### src/design/swdh_pkg.sv
// Package for the SWD host transfer engine: phase and status codes, the item,
// configuration and result structs, and the phase sequencing functions.
// Depends on nothing; every other design file imports it.
package swdh_pkg;

  typedef enum logic [11:0] {
    PH_IDLE  = 12'b0000_0000_0001,
    PH_REQ   = 12'b0000_0000_0010,
    PH_TRN1  = 12'b0000_0000_0100,
    PH_ACK   = 12'b0000_0000_1000,
    PH_RDATA = 12'b0000_0001_0000,
    PH_TRN_R = 12'b0000_0010_0000,
    PH_TRN_W = 12'b0000_0100_0000,
    PH_WDATA = 12'b0000_1000_0000,
    PH_DUMR  = 12'b0001_0000_0000,
    PH_TRN_F = 12'b0010_0000_0000,
    PH_DUMW  = 12'b0100_0000_0000,
    PH_PERR  = 12'b1000_0000_0000
  } phase_t;

  typedef enum logic [2:0] {
    ST_OK     = 3'd0,
    ST_WAIT   = 3'd1,
    ST_FAULT  = 3'd2,
    ST_PROTO  = 3'd3,
    ST_PARITY = 3'd4
  } status_t;

  typedef enum logic {
    CFG_TURNAROUND = 1'b0,
    CFG_DATA_PHASE = 1'b1
  } cfg_index_t;

  localparam logic       CMD_START  = 1'b0;
  localparam logic [2:0] ACK_OK     = 3'b001;
  localparam logic [2:0] ACK_WAIT   = 3'b010;
  localparam logic [2:0] ACK_FAULT  = 3'b100;
  localparam logic [7:0] REQ_FRAME  = 8'h81;
  localparam logic [5:0] REQ_BITS   = 6'd8;
  localparam logic [5:0] ACK_BITS   = 6'd3;
  localparam logic [5:0] DATA_BITS  = 6'd33;
  localparam logic [2:0] TRN_RESET  = 3'd1;

  typedef struct packed {
    logic        cmd;
    logic [3:0]  request_bits;
    logic [31:0] write_word;
    logic        line_in;
  } item_t;

  typedef struct packed {
    logic [2:0] turnaround_cycles;
    logic       data_phase_on_wait;
  } cfg_t;

  typedef struct packed {
    logic        line_out;
    logic        line_drive;
    logic        clock_pulse;
    logic        transfer_done;
    logic        busy_res;
    logic [2:0]  ack_raw;
    logic [2:0]  status;
    logic [31:0] read_word;
  } result_t;

  function automatic logic [5:0] phase_len(phase_t p, logic [2:0] trn);
    logic [5:0] len;
    unique case (p)
      PH_REQ:                               len = REQ_BITS;
      PH_ACK:                               len = ACK_BITS;
      PH_TRN1, PH_TRN_R, PH_TRN_W, PH_TRN_F: len = {3'b000, trn};
      PH_PERR:                              len = DATA_BITS + {3'b000, trn};
      PH_RDATA, PH_WDATA, PH_DUMR, PH_DUMW: len = DATA_BITS;
      default:                              len = 6'd0;
    endcase
    return len;
  endfunction

  function automatic phase_t phase_after(phase_t p, logic [2:0] ack, logic rd, logic dp);
    phase_t nxt;
    unique case (p)
      PH_REQ:   nxt = PH_TRN1;
      PH_TRN1:  nxt = PH_ACK;
      PH_ACK: begin
        if (ack == ACK_OK) begin
          nxt = rd ? PH_RDATA : PH_TRN_W;
        end else if (ack == ACK_WAIT || ack == ACK_FAULT) begin
          nxt = (dp && rd) ? PH_DUMR : PH_TRN_F;
        end else begin
          nxt = PH_PERR;
        end
      end
      PH_RDATA: nxt = PH_TRN_R;
      PH_TRN_W: nxt = PH_WDATA;
      PH_DUMR:  nxt = PH_TRN_F;
      PH_TRN_F: nxt = (dp && !rd) ? PH_DUMW : PH_IDLE;
      default:  nxt = PH_IDLE;
    endcase
    return nxt;
  endfunction

endpackage

### src/design/swdh_in_stage.sv
// Input register of the SWD host transfer engine: holds one accepted item
// until the engine steps on it. Depends on swdh_pkg.
module swdh_in_stage
  import swdh_pkg::*;
(
  input  logic  clk,
  input  logic  rst,
  input  logic  in_valid,
  output logic  in_ready,
  input  item_t in_item,
  input  logic  take,
  output logic  held_valid,
  output item_t held_item
);

  logic  valid;
  item_t item;

  assign in_ready   = !valid || take;
  assign held_valid = valid;
  assign held_item  = item;

  always_ff @(posedge clk) begin
    if (rst) begin
      valid <= 1'b0;
    end else if (in_ready) begin
      valid <= in_valid;
    end
  end

  always_ff @(posedge clk) begin
    if (in_valid && in_ready) begin
      item <= in_item;
    end
  end

endmodule

### src/design/swdh_engine.sv
// Transfer state of the SWD host transfer engine and the logic that advances
// it by one item: request, turnaround, ack and data phases. Depends on swdh_pkg.
module swdh_engine
  import swdh_pkg::*;
(
  input  logic    clk,
  input  logic    rst,
  input  logic    step,
  input  item_t   item,
  input  cfg_t    cfg,
  output result_t res
);

  phase_t      phase, phase_next, hop;
  logic [5:0]  bit_count, bit_count_next, count_inc;
  logic [32:0] shift_word, shift_word_next;
  logic [3:0]  held_request, held_request_next;
  logic [31:0] held_write_word, held_write_word_next;
  logic [2:0]  held_ack, held_ack_next;
  logic        parity_acc, parity_acc_next;
  logic        rd;
  logic [7:0]  req_byte;

  assign rd       = held_request[1];
  assign req_byte = REQ_FRAME | {2'b00, ^held_request, held_request, 1'b0};

  always_comb begin
    phase_next           = phase;
    bit_count_next       = bit_count;
    shift_word_next      = shift_word;
    held_request_next    = held_request;
    held_write_word_next = held_write_word;
    held_ack_next        = held_ack;
    parity_acc_next      = parity_acc;
    count_inc            = bit_count + 6'd1;
    hop                  = PH_IDLE;
    res                  = '0;
    if (item.cmd == CMD_START) begin
      if (phase == PH_IDLE) begin
        held_request_next    = item.request_bits;
        held_write_word_next = item.write_word;
        held_ack_next        = 3'd0;
        shift_word_next      = 33'd0;
        bit_count_next       = 6'd0;
        parity_acc_next      = item.request_bits[1] ? 1'b0 : ^item.write_word;
        phase_next           = PH_REQ;
      end
    end else if (phase != PH_IDLE) begin
      res.clock_pulse = 1'b1;
      unique case (phase)
        PH_REQ: begin
          res.line_drive = 1'b1;
          res.line_out   = req_byte[bit_count[2:0]];
        end
        PH_ACK: begin
          if (bit_count < ACK_BITS) begin
            held_ack_next = held_ack | ({2'b00, item.line_in} << bit_count[1:0]);
          end
        end
        PH_RDATA: begin
          shift_word_next = {item.line_in, shift_word[32:1]};
          if (!bit_count[5]) begin
            parity_acc_next = parity_acc ^ item.line_in;
          end
        end
        PH_WDATA: begin
          res.line_drive = 1'b1;
          res.line_out   = bit_count[5] ? parity_acc : held_write_word[bit_count[4:0]];
        end
        PH_DUMW: begin
          res.line_drive = 1'b1;
        end
        default: begin
        end
      endcase
      bit_count_next = count_inc;
      if (count_inc >= phase_len(phase, cfg.turnaround_cycles)) begin
        hop = phase_after(phase, held_ack_next, rd, cfg.data_phase_on_wait);
        if (hop != PH_IDLE && phase_len(hop, cfg.turnaround_cycles) == 6'd0) begin
          hop = phase_after(hop, held_ack_next, rd, cfg.data_phase_on_wait);
        end
        phase_next     = hop;
        bit_count_next = 6'd0;
        if (hop == PH_IDLE) begin
          res.transfer_done = 1'b1;
          if (held_ack_next == ACK_OK) begin
            if (rd) begin
              if (shift_word_next[32] ^ parity_acc_next) begin
                res.status = ST_PARITY;
              end else begin
                res.read_word = shift_word_next[31:0];
              end
            end
          end else if (held_ack_next == ACK_WAIT) begin
            res.status = ST_WAIT;
          end else if (held_ack_next == ACK_FAULT) begin
            res.status = ST_FAULT;
          end else begin
            res.status = ST_PROTO;
          end
        end
      end
    end
    res.busy_res = (phase_next != PH_IDLE);
    res.ack_raw  = held_ack_next;
  end

  always_ff @(posedge clk) begin
    if (rst) begin
      phase           <= PH_IDLE;
      bit_count       <= 6'd0;
      shift_word      <= 33'd0;
      held_request    <= 4'd0;
      held_write_word <= 32'd0;
      held_ack        <= 3'd0;
      parity_acc      <= 1'b0;
    end else if (step) begin
      phase           <= phase_next;
      bit_count       <= bit_count_next;
      shift_word      <= shift_word_next;
      held_request    <= held_request_next;
      held_write_word <= held_write_word_next;
      held_ack        <= held_ack_next;
      parity_acc      <= parity_acc_next;
    end
  end

endmodule

### src/design/swdh_out_stage.sv
// Result register of the SWD host transfer engine: holds one result until the
// receiver takes it. Depends on swdh_pkg.
module swdh_out_stage
  import swdh_pkg::*;
(
  input  logic    clk,
  input  logic    rst,
  input  logic    load,
  input  result_t load_res,
  output logic    out_valid,
  input  logic    out_ready,
  output logic    free,
  output result_t out_res
);

  logic    valid;
  result_t res;

  assign free      = !valid || out_ready;
  assign out_valid = valid;
  assign out_res   = res;

  always_ff @(posedge clk) begin
    if (rst) begin
      valid <= 1'b0;
    end else if (load) begin
      valid <= 1'b1;
    end else if (out_ready) begin
      valid <= 1'b0;
    end
  end

  always_ff @(posedge clk) begin
    if (load) begin
      res <= load_res;
    end
  end

endmodule

### src/design/swd_host_transfer_engine.sv
// Top level of the SWD host transfer engine: configuration registers, input
// register, transfer engine and result register.
// Depends on swdh_pkg, swdh_in_stage, swdh_engine and swdh_out_stage.
//
// Each input transaction is either a start (cmd 0), which latches the request
// nibble and the write word when no transfer is running, or a tick (cmd 1),
// which stands for one SWCLK bit period and carries the sampled SWDIO level.
// Every input transaction gives exactly one output transaction with the SWDIO
// level and drive enable for that period, a clock pulse flag, the done flag,
// the busy flag, the ack bits and, on the done period, status and read word.
// An item enters the input register, is stepped through the transfer state and
// lands in the result register, one transaction per cycle sustained while the
// receiver does not stall; the state update between the two registers is
// combinational.
// When the receiver stalls, the result register holds its transaction and the
// input register holds one more; in_ready falls only when both are full.
// Reset empties both registers, returns the transfer to idle, sets the turnaround
// to one period and the dummy data phase off. Configuration writes take effect at
// once; the user must make them while no transfer is in flight (not enforced).
module swd_host_transfer_engine
  import swdh_pkg::*;
(
  input  logic        clk,
  input  logic        rst,
  input  logic        cfg_write,
  input  logic        cfg_index,
  input  logic [2:0]  cfg_data,
  input  logic        in_valid,
  output logic        in_ready,
  input  logic        cmd,
  input  logic [3:0]  request_bits,
  input  logic [31:0] write_word,
  input  logic        line_in,
  output logic        out_valid,
  input  logic        out_ready,
  output logic        line_out,
  output logic        line_drive,
  output logic        clock_pulse,
  output logic        transfer_done,
  output logic        busy_res,
  output logic [2:0]  ack_raw,
  output logic [2:0]  status,
  output logic [31:0] read_word
);

  cfg_t    cfg;
  item_t   in_item, held_item;
  result_t step_res, out_res;
  logic    held_valid, out_free, take;

  always_ff @(posedge clk) begin
    if (rst) begin
      cfg.turnaround_cycles  <= TRN_RESET;
      cfg.data_phase_on_wait <= 1'b0;
    end else if (cfg_write) begin
      unique case (cfg_index_t'(cfg_index))
        CFG_TURNAROUND: cfg.turnaround_cycles  <= cfg_data;
        CFG_DATA_PHASE: cfg.data_phase_on_wait <= cfg_data[0];
        default: begin
        end
      endcase
    end
  end

  assign in_item = '{cmd: cmd, request_bits: request_bits, write_word: write_word,
                     line_in: line_in};
  assign take    = held_valid && out_free;

  swdh_in_stage u_in (
    .clk        (clk),
    .rst        (rst),
    .in_valid   (in_valid),
    .in_ready   (in_ready),
    .in_item    (in_item),
    .take       (take),
    .held_valid (held_valid),
    .held_item  (held_item)
  );

  swdh_engine u_engine (
    .clk  (clk),
    .rst  (rst),
    .step (take),
    .item (held_item),
    .cfg  (cfg),
    .res  (step_res)
  );

  swdh_out_stage u_out (
    .clk       (clk),
    .rst       (rst),
    .load      (take),
    .load_res  (step_res),
    .out_valid (out_valid),
    .out_ready (out_ready),
    .free      (out_free),
    .out_res   (out_res)
  );

  assign line_out      = out_res.line_out;
  assign line_drive    = out_res.line_drive;
  assign clock_pulse   = out_res.clock_pulse;
  assign transfer_done = out_res.transfer_done;
  assign busy_res      = out_res.busy_res;
  assign ack_raw       = out_res.ack_raw;
  assign status        = out_res.status;
  assign read_word     = out_res.read_word;

endmodule

### config.mk
export PLATFORM = sky130hd
export DESIGN_NAME = swd_host_transfer_engine
export DESIGN_NICKNAME = d
export VERILOG_FILES = /design/src/design/swdh_pkg.sv /design/src/design/swdh_in_stage.sv /design/src/design/swdh_engine.sv /design/src/design/swdh_out_stage.sv /design/src/design/swd_host_transfer_engine.sv
export SDC_FILE = /design/constraint.sdc
export NUM_CORES = 1
export LEC_CHECK = 0
export BUFFER_PORTS_ARGS = -buffer_cell sky130_fd_sc_hd__buf_4
export CAP_MARGIN = 40
export CORE_UTILIZATION = 38
export CTS_BUF_LIST = sky130_fd_sc_hd__clkbuf_8
export DETAILED_ROUTE_END_ITERATION = 12
export GPL_TIMING_DRIVEN = 0
export SLEW_MARGIN = 10
export SYNTH_ARGS = -nofsm -noshare
export SYNTH_HDL_FRONTEND = slang
export SYNTH_HIERARCHICAL = 1
export SYNTH_SLANG_ARGS = --single-unit
### constraint.sdc
create_clock -name clk -period 8.7 [get_ports clk]
set_input_delay 0 -clock clk [delete_from_list [all_inputs] [get_ports clk]]
set_output_delay 0 -clock clk [all_outputs]
set_load 0.02 [all_outputs]
==> metrics.md, run 1 <==
| Metric | Value |
|---|---|
| Post-Synth Simple-Gate Area | a little under a fifth |
| Syn_nets | 859 |
| RSZ-0062 raised after global routing | false |
| Final Hold Viols | 0 |
| IO Count | slightly above 90 |
| Yosys warns | 6 |
| Post-Syn Area | between 8000 and 9000 sq um |
| Count of cell types in the netlist | 64 |
| Buffer levels on the longest clock path | 2 |
| Post-synthesis mux area share | 7.18% |
| Final Slew Violations | 0 |
| Synth Area in Compound Gates | between 10% and 20% |
| Worst-path maximum fanout | 10 |
| H-tree depth | 4 |
| Largest net degree at the start of global routing | 39 |
| XOR/XNOR Fraction of Synth Area | under 10% |
| Seq/Total Area, Yosys | approximately 53% |
| Crit-path max cell delay | approximately 0.67 ns |
| Antenna-violating nets left | 0 |
| Via count | between 6000 and 7000 |
| Area grow syn2layout | 23.8% |
| Slew @ Worst Pin | roughly 0.84 ns |
| Detail Placement HPWL | approximately 14000 um |
| Initial antenna violation count | 0 |
| HP Class | primary input to flip-flop |
| Area contributors post-synth | edfxtp_1, dfxtp_1, nand2_1 |
| FMAX | ~0.2 GHz |
| Post-Route Setup TNS | 0 ns |
| Die W | 150 um |
| Vias in the first global route | approximately 6300 |
| Critical path type | flip-flop to flip-flop |
| Adder-cell area share of the yosys netlist | between 1 and 1.5% |
| Met1 wire length | around 9000 um |
| CTS tree | done |
| Outcome | complete, no violations |
| Final instance area | a little over 10000 sq um |
| Crit-path cells | clkbuf_1, nor4_2, nor4b_1, and3b_1, a41oi_1, nand2_1, nor2_1, o211ai_1, ha_1, nand2b_1, a31oi_1, o211ai_1, and2_1, o31ai_1, buf_2, clkbuf_1, nor4_1 |
| First-pass GRT wire length | 32200 um |
| Startpoint Class | flip-flop |
| Power density over cell area | roughly 170 nW/um^2 |
| Die ar. | about 22000 sq um |
| Vias per Instance | about 5.3 |
| Async S/R FF share, synth | 0% |
| Worst vdd ir | 0.0000887 V |
| Worst rel slew slack | around 43% |
| CP arrival | roughly 5.1 ns |
| Leakage | 3.44 nW |
| Clock sinks | roughly 180 |
| Synth cell count leaders | nand2_1, dfxtp_1, edfxtp_1, nor2_1, a21oi_1 |
| Final setup viols | 0 |
| Cells on worst reg2reg path | 17 |
| Post-CTS Resized | 0 |
| Worst-path clk slew | roughly 0.10 ns |
| Area leader, netlist | edfxtp_1 |
| Inserted Clock Buffers | 17 |
| Final WL | between 15000 and 20000 um |
| Hold Crit Depth | 2 |
| Cells after synthesis | approximately 800 |
| Most common cell in the netlist | nand2_1 |
| # DRC | 0 |
| Initial Utilization | approximately 39% |
| Period utilization | about 56% |
| Post-synth EDFFs | between 80 and 90 |
| Detailed-routed wire length on met2 | ~9500 um |
| Largest family of logic cells by synthesized area | simple AND/OR/NAND/NOR gates |
| Tmin final | slightly below 5 ns |
| Wire length on met3 | 967 um |
| Max Cap Viol | 0 |
| GP Congestion | between 0.8 and 0.9 |
| Vert. Die Dim | ~150 um |
| Dpl ws | approximately 3.9 ns |
| Final #Nets | 1021 |
| Critical path endpoint category | flip-flop |
| Crit path buf inv count | 3 |
| Grt total ovfl | 0 |
| Ys flop type | dfxtp_1 |
| Fin worst setup slack | 3.82 ns |
| Rows | 53 |
| All-Layer GR Usage | a little under a fifth |
| Share of layout cells above drive strength 1 | approximately 16% |
| Worst EP required | just under 9 ns |
| Fillers | approximately 2000 |
| Core Area | roughly 21000 sq um |
| Skew final | ~0.017 ns |
| Average size of a mapped cell | 10.3 sq um |
| ANT cells | 0 |
| Top-area cell type share of the netlist area | 29.3% |
| TritonRoute pass-1 iters | 5 |
| DR top layer | met4 |
| Port Buffers | 91 |
| Slowest CP cell | nor4_2 |
| Post-DP Area | about 9400 sq um |
| Cell depth of the worst setup path | 17 |
| Yosys reg bits | 178 |
| Wire per inst | ~16 um |
| Top delay family on crit path | simple AND/OR/NAND/NOR gates |
| Total power | roughly 0.0018 W |
| Initial DRC Count | 426 |
| Clock Latency Late Sink | 0.47 ns |
| Clock root cell | clkbuf_8 |
[final cells by class]
| type | instances | area [sq um] | area share (%) |
|---|---|---|---|
| Buffer | 58 | 253 | 2.46 |
| Sequential cell | 178 | 4370 | 42.6 |
| Multi-Input combinational cell | 559 | 3630 | 35.4 |
| Clock buffer | 18 | 248 | 2.41 |
| Tap cell | 275 | 344 | 3.35 |
| Timing Repair Buffer | 143 | 1220 | 11.9 |
| Clock inverter | 14 | 163 | 1.58 |
| Inverter | 9 | 33.8 | 0.329 |
[registers in the layout, summed over array words and instances (netlist names), 3 cells and up]
signal / cells
u_engine/held_write_word: 32
u_in/held_item: 38
u_engine/phase: 12
u_engine/shift_word: 33
u_engine/bit_count: 6
cfg: 4
u_out/out_res: 43
u_engine/held_request: 4
u_engine/held_ack: 3
[stage by stage]
stage / hold WS [ns] / util (%) / instances
finish: 0.243 / 48.4 / 1254
global route: 0.199 / 48.4 / 1254
detailed placement: 0.179 / 44.1 / 1172
CTS: 0.207 / 48.4 / 1254
floorplan: 0.0624 / - / 804
global placement: 0.178 / 43.9 / 1170
[worst paths after layout]
path	start	to	slack, ns
min reg2reg	u_engine/held_write_word[18]	u_engine/held_write_word[18]	0.46
max	u_engine/phase[2]	u_out/out_res[25]	3.82
min	write_word[25]	u_in/held_item[26]	0.24
max reg2reg	u_engine/phase[2]	u_out/out_res[25]	3.82
[per-layer routing]
layer	track usage, %	vias up
met5	0	-
met3	3.81	25
met4	6.21	0
met1	24.4	3169
met2	30.0	195
li1	-	3283
[cell usage in the layout, fill, tap and decap left out, types with 37 or more instances in the layout]
master           n
a21oi_1         61
a22oi_1         38
buf_4           92
clkbuf_1        46
dfxtp_1         97
dlygate4sd3_1   50
edfxtp_1        81
mux2i_1         37
nand2_1        101
nor2_1          69
nor4_1          40
[timing repair]
| action | in CTS | in global routing |
|---|---|---|
| endpoints found under the setup margin | 0 | 0 |
| setup buffers | 0 | 0 |
| hold buffers | 50 | 0 |
| hold endpoints to repair | 44 | 0 |
[cell families after synthesis]
group                    after synthesis
AND/OR/NAND/NOR                      301
flip-flops                           178
AO/OA/AOI/OAI                        162
buffers and inverters                 67
multiplexers                          47
XOR/XNOR                              41
adder cells (fa/ha/maj)                8
[power breakdown]
group | switching (W) | internal (W) | leakage (nW)
registers | 0.0000203 | 0.000913 | 1.54
logic | 0.000137 | 0.000108 | 1.69
clock network | 0.000334 | 0.000249 | 0.210
total | 0.000491 | 0.00127 | 3.44
(Power assumes the default switching activity.)
==> run 2, diff against run 1 <==
--- a/config.mk
+++ b/config.mk
@@ -5,6 +5,7 @@
 export SDC_FILE = /design/constraint.sdc
 export NUM_CORES = 1
 export LEC_CHECK = 0
+export ABC_AREA = 1
 export BUFFER_PORTS_ARGS = -buffer_cell sky130_fd_sc_hd__buf_4
 export CAP_MARGIN = 40
 export CORE_UTILIZATION = 38
==> constraint.sdc (replaced) <==
create_clock -name clk -period 4 [get_ports clk]
set_input_delay 0 -clock clk [delete_from_list [all_inputs] [get_ports clk]]
set_output_delay 0 -clock clk [all_outputs]
set_load 0.02 [all_outputs]
==> run 2 against run 1 <==
Against the previous run: wire length rose by 2.4%; largest cell class unchanged; sequential share of layout area fell by 2.3 points; maximum frequency rose by 33%; sequential cell count did not move; die area rose by 5.1%; synthesized area rose by 5.2%; register-to-register slack got worse by 3.5 ns.
==> metrics.md, run 2 <==
| Metric | Value |
|---|---|
| # DRC | 0 (unchanged) |
| Yosys warns | 6 (unchanged) |
| Buffer levels on the longest clock path | 2 (unchanged) |
| Die W | 154 um (+2.5%) |
| Skew final | 0.0148 ns (-0.00246 ns) |
| Clock root cell | clkbuf_8 |
| Outcome | complete, no violations |
| Area occupied by multi-input gates | 3540 sq um (-2.5%) |
| Final Hold Slack | 0.101 ns (-0.142 ns) |
| Worst rel slew slack | 48.7% (+5.2 points) |
| TritonRoute pass-1 iters | 5 (unchanged) |
| Grt total ovfl | 0 (unchanged) |
| All-Layer GR Usage | 18.2% (-0.25 points) |
| P_sw | 0.00111 W (+130%) |
| Wire per inst | 13.8 um (-13%) |
| Flop pwr share | 50.0% (-3.0 points) |
| Most common cell in the netlist | inv_1 |
| Rows | 55 (+3.8%) |
| Area contributors post-synth | edfxtp_1, dfxtp_1, inv_1 |
| Int Pwr | 0.00297 W (+130%) |
| ANT cells | 0 (unchanged) |
| Critical path endpoint category | flip-flop |
| Power density over cell area | 375 nW/um^2 (+120%) |
| Share of layout cells above drive strength 1 | 17.6% (+1.1 points) |
| Worst vdd ir | 0.000227 V (+160%) |
| Initial antenna violation count | 0 (unchanged) |
| Fillers | 2192 (+9.2%) |
| Total power | 0.00408 W (+130%) |
| Cells after synthesis | 1010 (+26%) |
| Top-area cell type share of the netlist area | 27.9% (-1.4 points) |
| First-pass GRT wire length | 34000 um (+5.6%) |
| Post-synth EDFFs | 81 (unchanged) |
| Startpoint Class | flip-flop |
| Initial DRC Count | 444 (+4.2%) |
| Async S/R FF share, synth | 0% (unchanged) |
| Via count | 7112 (+6.6%) |
| Clock Latency Late Sink | 0.47 ns (about the same) |
| Max FFs per register | 43 (unchanged) |
| Syn_nets | 1065 (+24%) |
| Count of cell types in the netlist | 45 (-30%) |
| Detail Placement HPWL | 14500 um (+2.2%) |
| Flip-flop and latch area | 4380 sq um (+0.14%) |
| Worst-path clk slew | 0.10 ns (about the same) |
| Final WL | 20400 um (+2.4%) |
| Ys flop type | dfxtp_1 |
| Port Buffers | 91 (unchanged) |
| Clock sinks | 178 (unchanged) |
| Initial Utilization | 38.6% (-0.44 points) |
| Final setup viols | 0 (unchanged) |
| Slew @ Worst Pin | 0.766 ns (-0.0751 ns) |
| Post-Syn Area | 8720 sq um (+5.2%) |
| Final Hold Viols | 0 (unchanged) |
| Area leader, netlist | edfxtp_1 |
| Leakage | 4.30 nW (+25%) |
| RSZ-0062 raised after global routing | false |
| Most frequent cells in the layout | inv_1, nand2_1, o21ai_0, buf_4, dfxtp_1 |
| Worst EP required | 4.22 ns (-4.68 ns) |
| Cells on worst reg2reg path | 22 (+5) |
| Tmin final | 3.67 ns (-1.21 ns) |
| IO Count | 92 (unchanged) |
| Area grow syn2layout | 24.6% |
| HP Class | primary input to flip-flop |
| Final Slew Violations | 0 (unchanged) |
| Final #Nets | 1230 (+20%) |
| Synth cell count leaders | inv_1, nand2_1, o21ai_0, dfxtp_1, a21oi_1 |
| CTS tree | done |
| Average size of a mapped cell | 8.64 sq um (-16%) |
| H-tree depth | 4 (unchanged) |
| GP Congestion | 0.930 (+8.1%) |
| Hold Crit Depth | 5 (+3) |
| Switching share of power | 27.2% (-0.75 points) |
| Critical path type | flip-flop to flip-flop |
| Commonest non-fill, non-tap cell in the layout | inv_1 |
| Clock Power Share | 34.7% (+1.6 points) |
| Inserted Clock Buffers | 17 (unchanged) |
| Largest net degree at the start of global routing | 41 (+5.1%) |
| Period utilization | 91.8% (+36 points) |
| Core Area | 22600 sq um (+6.4%) |
| CP arrival | 3.89 ns (-1.19 ns) |
| R2R setup slack | 0.33 ns (-3.49 ns) |
| Vert. Die Dim | 154 um (+2.5%) |
| Comb power frac | 15.2% (+1.3 points) |
| Worst-path maximum fanout | 10 (unchanged) |
| Seq/Total Area, Yosys | 50.2% (-2.6 points) |
| Vias per Instance | 4.83 (-9.3%) |
| Vias in the first global route | 6809 (+8.7%) |
| Yosys reg bits | 178 (unchanged) |
| Die ar. | 23600 sq um (+5.1%) |
| Max Cap Viol | 0 (unchanged) |
| FMAX | 0.272 GHz (+33%) |
| Antenna-violating nets left | 0 (unchanged) |
==> run 2: area by class of cell <==
class	instances	area share [%]
sequential	178	40.3
multi-input combinational	615	32.6
timing repair buffer	147	11.6
inverter	171	5.93
tap	285	3.28
clock buffer	19	2.41
buffer	45	2.09
clock inverter	13	1.81
==> run 2: repair_timing <==
action | CTS | global route
endpoints found under the setup margin | 31 | 32
pin swaps | 0 | 3
gates resized for setup | 1 | 18
hold endpoints to repair | 44 | 0
hold buffers | 53 | 0
buffers inserted | 0 | 1
==> run 2: final timing paths <==
path                                              startpoint                            to
worst min-delay path                               out_ready             u_out/out_res[37]
worst max-delay path                       u_engine/phase[4]             u_out/out_res[38]
worst max register to register             u_engine/phase[4]             u_out/out_res[38]
worst min register to register  u_engine/held_write_word[24]  u_engine/held_write_word[24]
==> run 2: layer usage <==
metal	track usage, %	share of wire [%]	vias up
met5	0	0	-
li1	-	-	3668
met4	4.86	1.1	0
met3	3.07	4.0	20
met1	23.4	46	3262
met2	31.6	49	162
==> run 2: worst max-delay path, stage by stage (launching register included) <==
cell	delay, ns
dfxtp_2	0.37
nor2_4	0.15
nand2_4	0.10
nor2_4	0.15
inv_1	0.10
nor4_4	0.34
inv_1	0.09
o21ai_0	0.16
inv_1	0.07
ha_1	0.30
a21oi_1	0.12
nor3_1	0.06
a211oi_1	0.19
nand3_1	0.15
buf_4	0.20
inv_1	0.10
o21ai_0	0.10
nand2_1	0.07
o21ai_0	0.13
nor2_1	0.15
nand2_1	0.07
nor2_1	0.16
nand2_1	0.10
==> run 2: cells by family (layout without fill, tap and decap cells) <==
kind of cell               count (synthesis)  count (layout)  synth area share (%)
and+or+nand+nor                          322             322                  19.5
AOI/OAI and AO/OA                        247             247                  15.4
buffers and inverters                    217             395                  10.0
DFF                                      178             178                  50.2
xor gates and xnor gates                  38              38                  3.82
adders and majority gates                  8               8                  1.15
==> run 2: power groups by stage <==
stage / Clock (W) / Combinational [W] / Sequential (W)
after floorplan: 0 / 0.000352 / 0.00210
after global routing: 0.00154 / 0.000690 / 0.00205
after global placement: 0 / 0.000558 / 0.00208
final: 0.00142 / 0.000621 / 0.00204
after detailed placement: 0 / 0.000569 / 0.00208
after CTS: 0.00146 / 0.000613 / 0.00204
==> run 2: through the flow <==
stage | util [%] | TNS, ns | setup slack [ns] | instance area [sq um] | instances
floorplan | - | 0 | 0.133 | 8720 | 1010
global placement | 43.2 | -45.93 | -1.21 | 9760 | 1386
detailed placement | 43.5 | -0.112 | -0.101 | 9810 | 1388
CTS | 47.9 | 0 | 0.0709 | 10800 | 1473
global route | 48.2 | 0 | 0.00412 | 10900 | 1473
finish | 48.2 | 0 | 0.327 | 10900 | 1473
